**src/rtl/pmst_pkg.sv**
```systemverilog
package pmst_pkg;

    localparam int MAX_VERTICES = 64;
    localparam int WEIGHT_BITS  = 16;
    localparam int VIDX_BITS    = $clog2(MAX_VERTICES);
    localparam int CNT_BITS     = VIDX_BITS + 1;
    localparam int KEY_BITS     = WEIGHT_BITS + 1;
    localparam int WADDR_BITS   = 2 * VIDX_BITS;

    localparam logic [KEY_BITS-1:0] KEY_INF = KEY_BITS'(1) << WEIGHT_BITS;
    localparam logic [CNT_BITS-1:0] CNT_MAX = CNT_BITS'(MAX_VERTICES);

    localparam logic ACT_LOAD = 1'b0;
    localparam logic ACT_RUN  = 1'b1;

    localparam logic REG_VERTEX_COUNT = 1'b0;

    typedef struct packed {
        logic                   action;
        logic [VIDX_BITS-1:0]   row;
        logic [VIDX_BITS-1:0]   col;
        logic [WEIGHT_BITS-1:0] weight;
    } t_request;

    typedef struct packed {
        logic [VIDX_BITS-1:0]   vertex;
        logic [VIDX_BITS-1:0]   parent;
        logic [WEIGHT_BITS-1:0] edge_weight;
        logic                   is_root;
        logic                   reachable;
        logic                   last;
    } t_result;

    typedef struct packed {
        logic                   in_tree;
        logic [KEY_BITS-1:0]    key;
        logic [VIDX_BITS-1:0]   parent;
    } t_vstate;

    // 0 behaves as 1, anything past the array size as the array size
    function automatic logic [CNT_BITS-1:0] eff_count(input logic [CNT_BITS-1:0] c);
        logic [CNT_BITS-1:0] r;
        r = c;
        if (c == '0) begin
            r = CNT_BITS'(1);
        end else if (c > CNT_MAX) begin
            r = CNT_MAX;
        end
        return r;
    endfunction

endpackage

```
**src/rtl/pmst_engine.sv**
```systemverilog
module pmst_engine (
    input  logic                                i_clk,
    input  logic                                i_rst_n,
    input  logic                                i_start_run,
    input  logic [pmst_pkg::CNT_BITS-1:0]       i_count,
    output logic                                o_busy,
    output logic [pmst_pkg::WADDR_BITS-1:0]     o_w_raddr,
    input  logic [pmst_pkg::WEIGHT_BITS-1:0]    i_w_rdata,
    output logic                                o_result_valid,
    output pmst_pkg::t_result                   o_result
);
    import pmst_pkg::*;

    typedef enum logic [2:0] {
        S_IDLE,
        S_CLEAR,
        S_PASS,
        S_DECIDE,
        S_EMIT
    } t_state;

    t_state                 r_state;
    logic [CNT_BITS-1:0]    r_n;
    logic [CNT_BITS-1:0]    r_idx;
    logic [CNT_BITS-1:0]    r_step;
    logic                   r_vld_d;
    logic [VIDX_BITS-1:0]   r_v_d;
    logic [VIDX_BITS-1:0]   r_pick;
    logic                   r_found;
    logic [KEY_BITS-1:0]    r_best;
    logic [VIDX_BITS-1:0]   r_best_idx;
    logic                   r_best_ok;
    logic [VIDX_BITS-1:0]   r_free_idx;
    logic                   r_free_ok;
    logic                   r_out_valid;
    t_result                r_out;

    t_vstate                r_vmem [MAX_VERTICES];
    t_vstate                r_rd_state;

    logic                   s_issue;
    logic                   s_is_pick;
    logic                   s_unvis;
    logic                   s_relax;
    logic [KEY_BITS-1:0]    s_new_key;
    logic [VIDX_BITS-1:0]   s_new_parent;
    logic                   s_we;
    logic [VIDX_BITS-1:0]   s_waddr;
    t_vstate                s_wdata;
    logic                   s_root;
    logic                   s_reach;

    assign s_issue   = (r_idx < r_n);
    assign s_is_pick = (r_v_d == r_pick);
    assign s_unvis   = !r_rd_state.in_tree && !s_is_pick;
    assign s_relax   = r_found && s_unvis && (i_w_rdata != '0)
                       && ({1'b0, i_w_rdata} < r_rd_state.key);
    assign s_new_key    = s_relax ? {1'b0, i_w_rdata} : r_rd_state.key;
    assign s_new_parent = s_relax ? r_pick : r_rd_state.parent;

    assign s_root  = (r_v_d == '0);
    assign s_reach = (r_rd_state.key < KEY_INF);

    // one write a cycle: clearing sweep, or the write-back of the relax pass
    always_comb begin
        s_we    = 1'b0;
        s_waddr = r_v_d;
        s_wdata = '{in_tree: r_rd_state.in_tree | s_is_pick,
                    key: s_new_key, parent: s_new_parent};
        if (r_state == S_CLEAR) begin
            s_we    = s_issue;
            s_waddr = r_idx[VIDX_BITS-1:0];
            s_wdata = '{in_tree: 1'b0,
                        key: (r_idx == '0) ? '0 : KEY_INF,
                        parent: '0};
        end else if (r_state == S_PASS) begin
            s_we = r_vld_d;
        end
    end

    always_ff @(posedge i_clk) begin
        if (s_we) begin
            r_vmem[s_waddr] <= s_wdata;
        end
        r_rd_state <= r_vmem[r_idx[VIDX_BITS-1:0]];
    end

    assign o_w_raddr = {r_pick, r_idx[VIDX_BITS-1:0]};

    always_ff @(posedge i_clk) begin
        if (!i_rst_n) begin
            r_state     <= S_IDLE;
            r_n         <= CNT_BITS'(1);
            r_idx       <= '0;
            r_step      <= '0;
            r_vld_d     <= 1'b0;
            r_v_d       <= '0;
            r_pick      <= '0;
            r_found     <= 1'b0;
            r_best      <= KEY_INF;
            r_best_idx  <= '0;
            r_best_ok   <= 1'b0;
            r_free_idx  <= '0;
            r_free_ok   <= 1'b0;
            r_out_valid <= 1'b0;
        end else begin
            r_out_valid <= 1'b0;
            r_vld_d     <= 1'b0;
            r_v_d       <= r_idx[VIDX_BITS-1:0];
            case (r_state)
                S_IDLE: begin
                    if (i_start_run) begin
                        r_n     <= i_count;
                        r_idx   <= '0;
                        r_state <= S_CLEAR;
                    end
                end
                S_CLEAR: begin
                    if (s_issue) begin
                        r_idx <= r_idx + 1'b1;
                    end else begin
                        r_idx     <= '0;
                        r_step    <= '0;
                        r_pick    <= '0;
                        r_found   <= 1'b1;
                        r_best    <= KEY_INF;
                        r_best_ok <= 1'b0;
                        r_free_ok <= 1'b0;
                        r_state   <= S_PASS;
                    end
                end
                S_PASS: begin
                    if (s_issue) begin
                        r_idx   <= r_idx + 1'b1;
                        r_vld_d <= 1'b1;
                    end
                    if (r_vld_d && s_unvis) begin
                        // strict less-than keeps ties on the lower index
                        if (s_new_key < r_best) begin
                            r_best     <= s_new_key;
                            r_best_idx <= r_v_d;
                            r_best_ok  <= 1'b1;
                        end
                        if (!r_free_ok) begin
                            r_free_idx <= r_v_d;
                            r_free_ok  <= 1'b1;
                        end
                    end
                    if (!s_issue && !r_vld_d) begin
                        r_state <= S_DECIDE;
                    end
                end
                S_DECIDE: begin
                    r_idx     <= '0;
                    r_best    <= KEY_INF;
                    r_best_ok <= 1'b0;
                    r_free_ok <= 1'b0;
                    if (r_step == r_n - 1'b1) begin
                        r_state <= S_EMIT;
                    end else begin
                        r_step  <= r_step + 1'b1;
                        r_pick  <= r_best_ok ? r_best_idx : r_free_idx;
                        r_found <= r_best_ok;
                        r_state <= S_PASS;
                    end
                end
                S_EMIT: begin
                    if (s_issue) begin
                        r_idx   <= r_idx + 1'b1;
                        r_vld_d <= 1'b1;
                    end
                    if (r_vld_d) begin
                        r_out_valid       <= 1'b1;
                        r_out.vertex      <= r_v_d;
                        r_out.parent      <= (s_root || !s_reach) ? '0 : r_rd_state.parent;
                        r_out.edge_weight <= (s_root || !s_reach)
                                             ? '0 : r_rd_state.key[WEIGHT_BITS-1:0];
                        r_out.is_root     <= s_root;
                        r_out.reachable   <= s_reach;
                        r_out.last        <= ({1'b0, r_v_d} == r_n - 1'b1);
                    end
                    if (!s_issue && !r_vld_d) begin
                        r_state <= S_IDLE;
                    end
                end
                default: begin
                    r_state <= S_IDLE;
                end
            endcase
        end
    end

    assign o_busy         = (r_state != S_IDLE);
    assign o_result_valid = r_out_valid;
    assign o_result       = r_out;

    a_strobe_from_emit: assert property (@(posedge i_clk) disable iff (!i_rst_n)
        r_out_valid |-> $past(r_state == S_EMIT))
        else $error("result strobe outside the emit phase");

    a_no_same_entry: assert property (@(posedge i_clk) disable iff (!i_rst_n)
        (r_state == S_PASS && r_vld_d && s_issue) |-> (r_v_d != r_idx[VIDX_BITS-1:0]))
        else $error("write-back and read hit the same vertex entry");

    a_pick_in_range: assert property (@(posedge i_clk) disable iff (!i_rst_n)
        (r_state == S_PASS) |-> ({1'b0, r_pick} < r_n))
        else $error("picked vertex outside the active count");

    a_last_ends_burst: assert property (@(posedge i_clk) disable iff (!i_rst_n)
        (r_out_valid && r_out.last) |=> !r_out_valid)
        else $error("result after the last vertex");

endmodule

```
**config.mk**
```make
export PLATFORM = sky130hd
export DESIGN_NAME = pmst_engine
export DESIGN_NICKNAME = d
export VERILOG_FILES = /design/src/rtl/pmst_pkg.sv /design/src/rtl/pmst_engine.sv
export SDC_FILE = /design/constraint.sdc
export NUM_CORES = 2
export LEC_CHECK = 0
export ABC_CLOCK_PERIOD_IN_PS = 5950
export BUFFER_PORTS_ARGS = -buffer_cell sky130_fd_sc_hd__buf_2
export CAP_MARGIN = 20
export CELL_PAD_IN_SITES_DETAIL_PLACEMENT = 1
export CELL_PAD_IN_SITES_GLOBAL_PLACEMENT = 2
export CORE_MARGIN = 2
export CORE_UTILIZATION = 48
export CTS_CLUSTER_DIAMETER = 200
export DETAILED_ROUTE_END_ITERATION = 8
export PLACE_DENSITY_LB_ADDON = 0.1
export SETUP_SLACK_MARGIN = 0.2
export SLEW_MARGIN = 5
export SYNTH_ARGS = -nofsm -noshare
export SYNTH_HDL_FRONTEND = slang
export SYNTH_SLANG_ARGS = --single-unit
```
**constraint.sdc**
```tcl
create_clock -name i_clk -period 5.95 [get_ports i_clk]
set_input_delay 1.19 -clock i_clk [delete_from_list [all_inputs] [get_ports i_clk]]
set_output_delay 1.19 -clock i_clk [all_outputs]
set_load 0.02 [all_outputs]
```
== After elaboration in Yosys (flattened, before gate mapping) ==
Memory sizes are Yosys's and may differ from the RTL's. A register that Yosys moved wholly into a read port is not among the register bits.
Cells that the tools add are included.

* $add $sub $neg: 3
* Order comparisons: 4
* Equal/unequal tests: 15
* Multiplexer cells: 41
* Bitwise operators: 2
* Reductions and logical operators: 32

{| class="wikitable"
|+ Operators by type and width
! kind !! count
|-
| $mux 17 || 5
|-
| $pmux 17 s3 || 1
|-
| $mux 7 || 5
|-
| $mux 6 || 5
|-
| $pmux 7 s4 || 1
|-
| $mux 24 || 1
|-
| $reduce_and 3->1 || 6
|-
| $lt 16x17->1 || 1
|-
| $lt 17x17->1 || 1
|-
| $lt 17x17->1 const B || 1
|-
| $reduce_bool 16->1 || 1
|-
| $mux 3 || 5
|-
| $pmux 3 s5 || 1
|-
| $add 7x1->7 const B || 2
|-
| $pmux 7 s2 || 1
|-
| $mux 1 || 12
|-
| $pmux 6 s2 || 1
|-
| $ne 2x1->1 const B || 4
|-
| $ne 2x2->1 const B || 4
|-
| $reduce_and 4->1 || 2
|-
| $eq 6x7->1 || 1
|-
| $eq 7x7->1 || 1
|-
| $logic_not 7->1 || 1
|-
| $lt 7x7->1 || 1
|-
| 19 further kinds || 33
|}

* Bits in registers: 101
* Memory bits (writable): 1536
* Input port bits: 26
* Word-level logic and storage cells: 118
* Memories kept: 1

{| class="wikitable"
|+ Memories
! name !! words !! bits a word !! read ports !! clocked after Yosys merged registers in !! write ports !! RTL line !! text
|-
| r_vmem || 64 || 24 || 1 || 1 || 1 || pmst_engine.sv:38 || <nowiki>t_vstate r_vmem [MAX_VERTICES];</nowiki>
|}

== Logic depth before layout (Yosys ltp) ==
* Depth after elaboration: 11
* Mapped depth: 20
* Depth with buffers taken out: 17

== Least setup slack after synthesis ==
Ideal clock, no wire load.

* Path kind: in2reg
* From: input port i_w_rdata[12] (netlist name)
* To: memory r_vmem[0][12] (netlist name) (data pin)
* Arrival time: 4.693 ns
* Required time: 5.450 ns
* Slack: 0.758 ns
* Cell stages on the path: 9
* Path through: ha_1 and4_1 and2_0 a221o_1 or3_1 buf_6 clkbuf_1 mux2i_1 nor2_1

{| class="wikitable"
|+ RTL lines
! what !! RTL line !! text
|-
| start: declaration || pmst_engine.sv:8 || <nowiki>input logic [pmst_pkg::WEIGHT_BITS-1:0] i_w_rdata,</nowiki>
|-
| end: declaration || pmst_engine.sv:38 ||
|}

== Final worst setup path ==
* From: input port i_w_rdata[4] (netlist name)
* To: register r_best_ok

* Longest elaborated chain between the ends: 7
* Elaborated cells on any way between the ends: 8

{| class="wikitable"
|+ RTL lines
! what !! RTL line !! text
|-
| branches (longest 3 deep; another with $lt 16x17->1) || n/a ||
|-
| $mux 17 * || pmst_engine.sv:58 || <nowiki>assign s_new_key = s_relax ? {1'b0, i_w_rdata} : r_rd_state.key;</nowiki>
|-
| $lt 17x17->1 * || pmst_engine.sv:139 || <nowiki>if (s_new_key < r_best) begin</nowiki>
|-
| $ne 2x1->1 (no line) * || n/a ||
|-
| $reduce_and 4->1 (no line) * || n/a ||
|-
| end signal: assignment || pmst_engine.sv:127 || <nowiki>r_best_ok <= 1'b0;</nowiki>
|-
| end signal: assignment || pmst_engine.sv:142 || <nowiki>r_best_ok <= 1'b1;</nowiki>
|-
| end signal: assignment || pmst_engine.sv:156 || <nowiki>r_best_ok <= 1'b0;</nowiki>
|-
| end: declaration || pmst_engine.sv:32 || <nowiki>logic r_best_ok;</nowiki>
|}

Mark *: on every way between the ends.
A chain may end at the register's enable or synchronous reset.

==> run_results.csv <==
group,metric,value,unit
logic_synthesis,synth_warnings,0,
floorplan,core.rowCount,134,
critical_path,cp-start-kind,"primary input",
min_path,worst_hold_path.num_cells,1,
final_layout,stdcell_area,74100,um^2
logic_synthesis,netlist_instances,3031,
critical_path,worst_path_cell_chain,"buf_2 > ha_1 > nand2_1 > o21a_1 > o311ai_0 > or3_1 > buf_4 > mux2i_1 > inv_1 > ha_1 > and3_1 > a21o_1 > a221oi_1 > o21ai_0 > o21ba_2 > o211ai_2 > a21bo_2",
global_route,grt_first_pass_wirelength,255000,um
clocking,postCtsResizedCells,0,
place,place.port_buffers,70,
critical_path,rrSetupSlack,1.08,ns
floorplan,initial_core_util,48.5,%
logic_synthesis,largest_cells_by_area_after_synthesis,"sky130_fd_sc_hd__edfxtp_1 (72%), sky130_fd_sc_hd__mux4_2 (17%), sky130_fd_sc_hd__dfxtp_1 (2.9%)",
detailed_routing,drt-wirelength-per-cell,34.4,um
sta,setup_total_negative_slack,0,ns
detailed_routing,dr_total_vias,32000,
logic_synthesis,synth_fp_nets,3098,
logic_synthesis,synth_sequential_area_ratio,75.4,%
sta,fin_crit,4.97,ns
min_path,min-delay-path-class,"reg2reg",
sta,relSlewSlack,18.0,%
min_path,worst_hold_path.endpoint,"r_best[9]",
detailed_routing,detailedRoute.firstPassIterationCount,5,
clocking,clock_tree_from_tritoncts,"done",
place,dp.final_hpwl,104000,um
sta,report.final.slew_viol_count,0,
floorplan,design.die.area,138000,um^2
final_layout,area.growth.synth_to_final,14.2,%
final_layout,final_net_count,3342,
logic_synthesis,synthesis.area_per_instance,21.4,um^2
sta,setup_repair_after_global_routing_missed_its_margin,"no",
critical_path,critical_path.endpoint_type,"flip-flop",
clocking,cts_buffers,172,
run_status,run_status,"finished, final reports clean",
clocking,cts.path.max_buffers,3,
logic_synthesis,synth_top_flop_cell,"sky130_fd_sc_hd__edfxtp_1",
critical_path,worstPathMaxFanout,21,
critical_path,worstPathArrival,5.69,ns
global_route,grt_start_max_net_pins,112,
place,gp_congestion,0.849,
pwr,power_density,365,nW/um^2
logic_synthesis,cell_area_after_synthesis,64900,um^2
logic_synthesis,number_of_distinct_standard_cells_referenced_by_the_synthesized_netlist,70,
global_route,antenna_violations_before_repair,15,
logic_synthesis,top_count_cell_post_synth,"sky130_fd_sc_hd__edfxtp_1",
critical_path,crit_top_cell,"sky130_fd_sc_hd__ha_1",
detailed_routing,drt_wirelength,179000,um
floorplan,io_pins,71,
clocking,cts_hold_buffers,0,
detailed_routing,detail_route.drc_violations,0,
critical_path,reg2reg_to,"r_best_ok",
sta,finalHoldViolations,0,
logic_synthesis,synth-edff-count,1567,
global_route,gr-total-overflow,0,
clocking,clk_pin_slew,0.06,ns
sta,setup_viol,0,
logic_synthesis,synth.top_cells.by_count,"sky130_fd_sc_hd__edfxtp_1 (1567), sky130_fd_sc_hd__mux4_2 (476), sky130_fd_sc_hd__nor2_1 (126)",
final_layout,fraction_of_layout_cells_with_a_size_suffix_above_1,31.4,%
min_path,min_from,"r_best[9]",
critical_path,timing.reg2reg.worst_path_depth,17,
sta,timing_worst_slew_pin_value,1.20,ns
floorplan,floorplan.die.height,372,um
job,max-cap-violations,0,
logic_synthesis,asr_flop_ratio_synth,0,%
clocking,cts.htree.levels,4,
detailed_routing,drc_marker_count_from_the_first_detailed_route_iteration,3511,
pwr,vdd.ir_drop.worst,0.000273,V
critical_path,cpPeakStageDelay,0.54,ns
detailed_routing,avgViaCountPerCell,6.16,
logic_synthesis,synth_top_cell_by_area,"sky130_fd_sc_hd__edfxtp_1",
clocking,clkSinkCount,1661,
sta,post-route-period-util,83.5,%
clocking,post_cts_buffers,0,
logic_synthesis,post-synth-top-area-fraction,72.5,%
sta,worst_case_clock_skew,0.0269,ns
clocking,clock_insertion_delay_worst_skew,0.80,ns
floorplan,die_w,372,um
global_route,globalRouteTotalUtil,26.5,%
sta,fmax,201,MHz
pwr,cellLeakagePower,23.2,nW
critical_path,slowest_stage,"sky130_fd_sc_hd__o311ai_0",
critical_path,critical_path_required,6.68,ns
critical_path,path_class,"in2reg",
critical_path,worstReg2RegStart,"r_rd_state[10]",
detailed_routing,route.antenna.remaining_nets,0,
place,place_area,68600,um^2
floorplan,coreArea,134000,um^2
final_layout,layout_filler_cell_count,11400,
global_route,via_count_of_the_first_global_routing_pass,34100,
logic_synthesis,ys_seq_elements,1661,
clocking,clk_root_buffer_cell,"sky130_fd_sc_hd__clkbuf_16",
[layer usage]
layer	global-route usage, %	vias up	share of wire [%]
met5	0	-	0.0073
li1	-	13100	-
met4	8.17	2	3.2
met2	42.9	1109	49
met1	37.2	17500	42
met3	4.32	267	6.2
[power breakdown]
part | switching, mW | internal (mW)
combinational | 1.94 | 1.00
sequential | 0.0693 | 13.5
clock | 4.50 | 6.02
[worst max-delay path, delay by kind of cell]
family          cells  cell delay, ns
buf+inv             3            0.60
fa+ha+maj           2            0.60
mux                 1            0.42
simple gates        3            0.53
compound gates      8            2.34
[registers in the layout (all words and copies together), names as in the netlist]
signal	cells
o_result	31
o_result_valid	1
r_best	17
r_best_idx	6
r_best_ok	1
r_found	1
r_free_idx	6
r_free_ok	1
r_idx	7
r_n	7
r_pick	6
r_rd_state	24
r_state	3
r_step	7
r_v_d	6
r_vld_d	1
r_vmem	1536
[worst max path at each step]
stage                  startpoint             to  cells past startpoint
floorplan           i_w_rdata[12]  r_vmem[0][12]                      9
global placement     i_w_rdata[4]      r_best_ok                     17
detailed placement   i_w_rdata[4]      r_best_ok                     17
CTS                  i_w_rdata[4]      r_best_ok                     17
global route         i_w_rdata[4]     r_best[11]                     17
finish               i_w_rdata[4]      r_best_ok                     17
[logic make-up after synthesis]
family          Yosys count  synth area share (%)
buf+inv                 230                  1.43
compound gates          171                  1.91
fa+ha+maj                41                 0.790
mux                     526                  17.3
xor+xnor                 33                 0.509
flops                  1661                  75.4
simple gates            369                  2.66
[final cells by class]
class	count	area [um^2]	area share, %
Clock buffer	210	4560	6.15
Clock inverter	101	913	1.23
Multi-Input combinational cell	1140	15500	20.9
Antenna cell	6	15.0	0.0203
Sequential cell	1661	49000	66.1
Inverter	68	255	0.344
Timing Repair Buffer	232	1680	2.27
Tap cell	1768	2210	2.98
[layout by cell type, fill, tap and decap left out, types with 5 or more instances in the layout]
cell type,n
sky130_fd_sc_hd__nor2_1,38
sky130_fd_sc_hd__clkinv_1,38
sky130_fd_sc_hd__clkbuf_8,7
sky130_fd_sc_hd__dfxtp_1,89
sky130_fd_sc_hd__a21boi_0,13
sky130_fd_sc_hd__mux2_2,12
sky130_fd_sc_hd__inv_6,8
sky130_fd_sc_hd__buf_4,153
sky130_fd_sc_hd__xnor2_1,10
sky130_fd_sc_hd__xor2_1,20
sky130_fd_sc_hd__nor2_4,48
sky130_fd_sc_hd__clkbuf_1,29
sky130_fd_sc_hd__mux2i_1,38
sky130_fd_sc_hd__buf_2,70
sky130_fd_sc_hd__clkbuf_16,174
sky130_fd_sc_hd__nor2b_1,36
sky130_fd_sc_hd__nor4_1,6
sky130_fd_sc_hd__buf_12,9
sky130_fd_sc_hd__bufinv_16,13
sky130_fd_sc_hd__and3_1,5
sky130_fd_sc_hd__o21ai_0,31
sky130_fd_sc_hd__o2bb2ai_1,16
sky130_fd_sc_hd__and2_1,19
sky130_fd_sc_hd__clkinvlp_4,6
sky130_fd_sc_hd__a211oi_1,22
sky130_fd_sc_hd__edfxtp_1,1567
sky130_fd_sc_hd__a21oi_1,17
sky130_fd_sc_hd__nand4_1,11
sky130_fd_sc_hd__o22ai_1,6
sky130_fd_sc_hd__nor2_2,40
sky130_fd_sc_hd__diode_2,6
sky130_fd_sc_hd__nand3_1,29
sky130_fd_sc_hd__ha_1,41
sky130_fd_sc_hd__nor3_1,20
sky130_fd_sc_hd__a31oi_1,22
sky130_fd_sc_hd__nand2_1,93
sky130_fd_sc_hd__inv_1,67
sky130_fd_sc_hd__clkinv_2,29
sky130_fd_sc_hd__mux4_2,476
[metrics by stage]
stage | utilization, % | total power [mW] | hold WS, ns | setup WS [ns] | std cells
after floorplan | - | 15.5 | 0.403 | 0.758 | 3031
after global placement | 51.2 | 16.7 | 0.448 | 0.301 | 4866
after detailed placement | 51.3 | 16.8 | 0.446 | 0.218 | 4867
after CTS | 55.4 | 27.3 | 0.466 | 1.03 | 5178
after global routing | 55.4 | 27.8 | 0.490 | 0.647 | 5180
final | 55.4 | 27.0 | 0.463 | 0.982 | 5186
(Power assumes the default switching activity.)
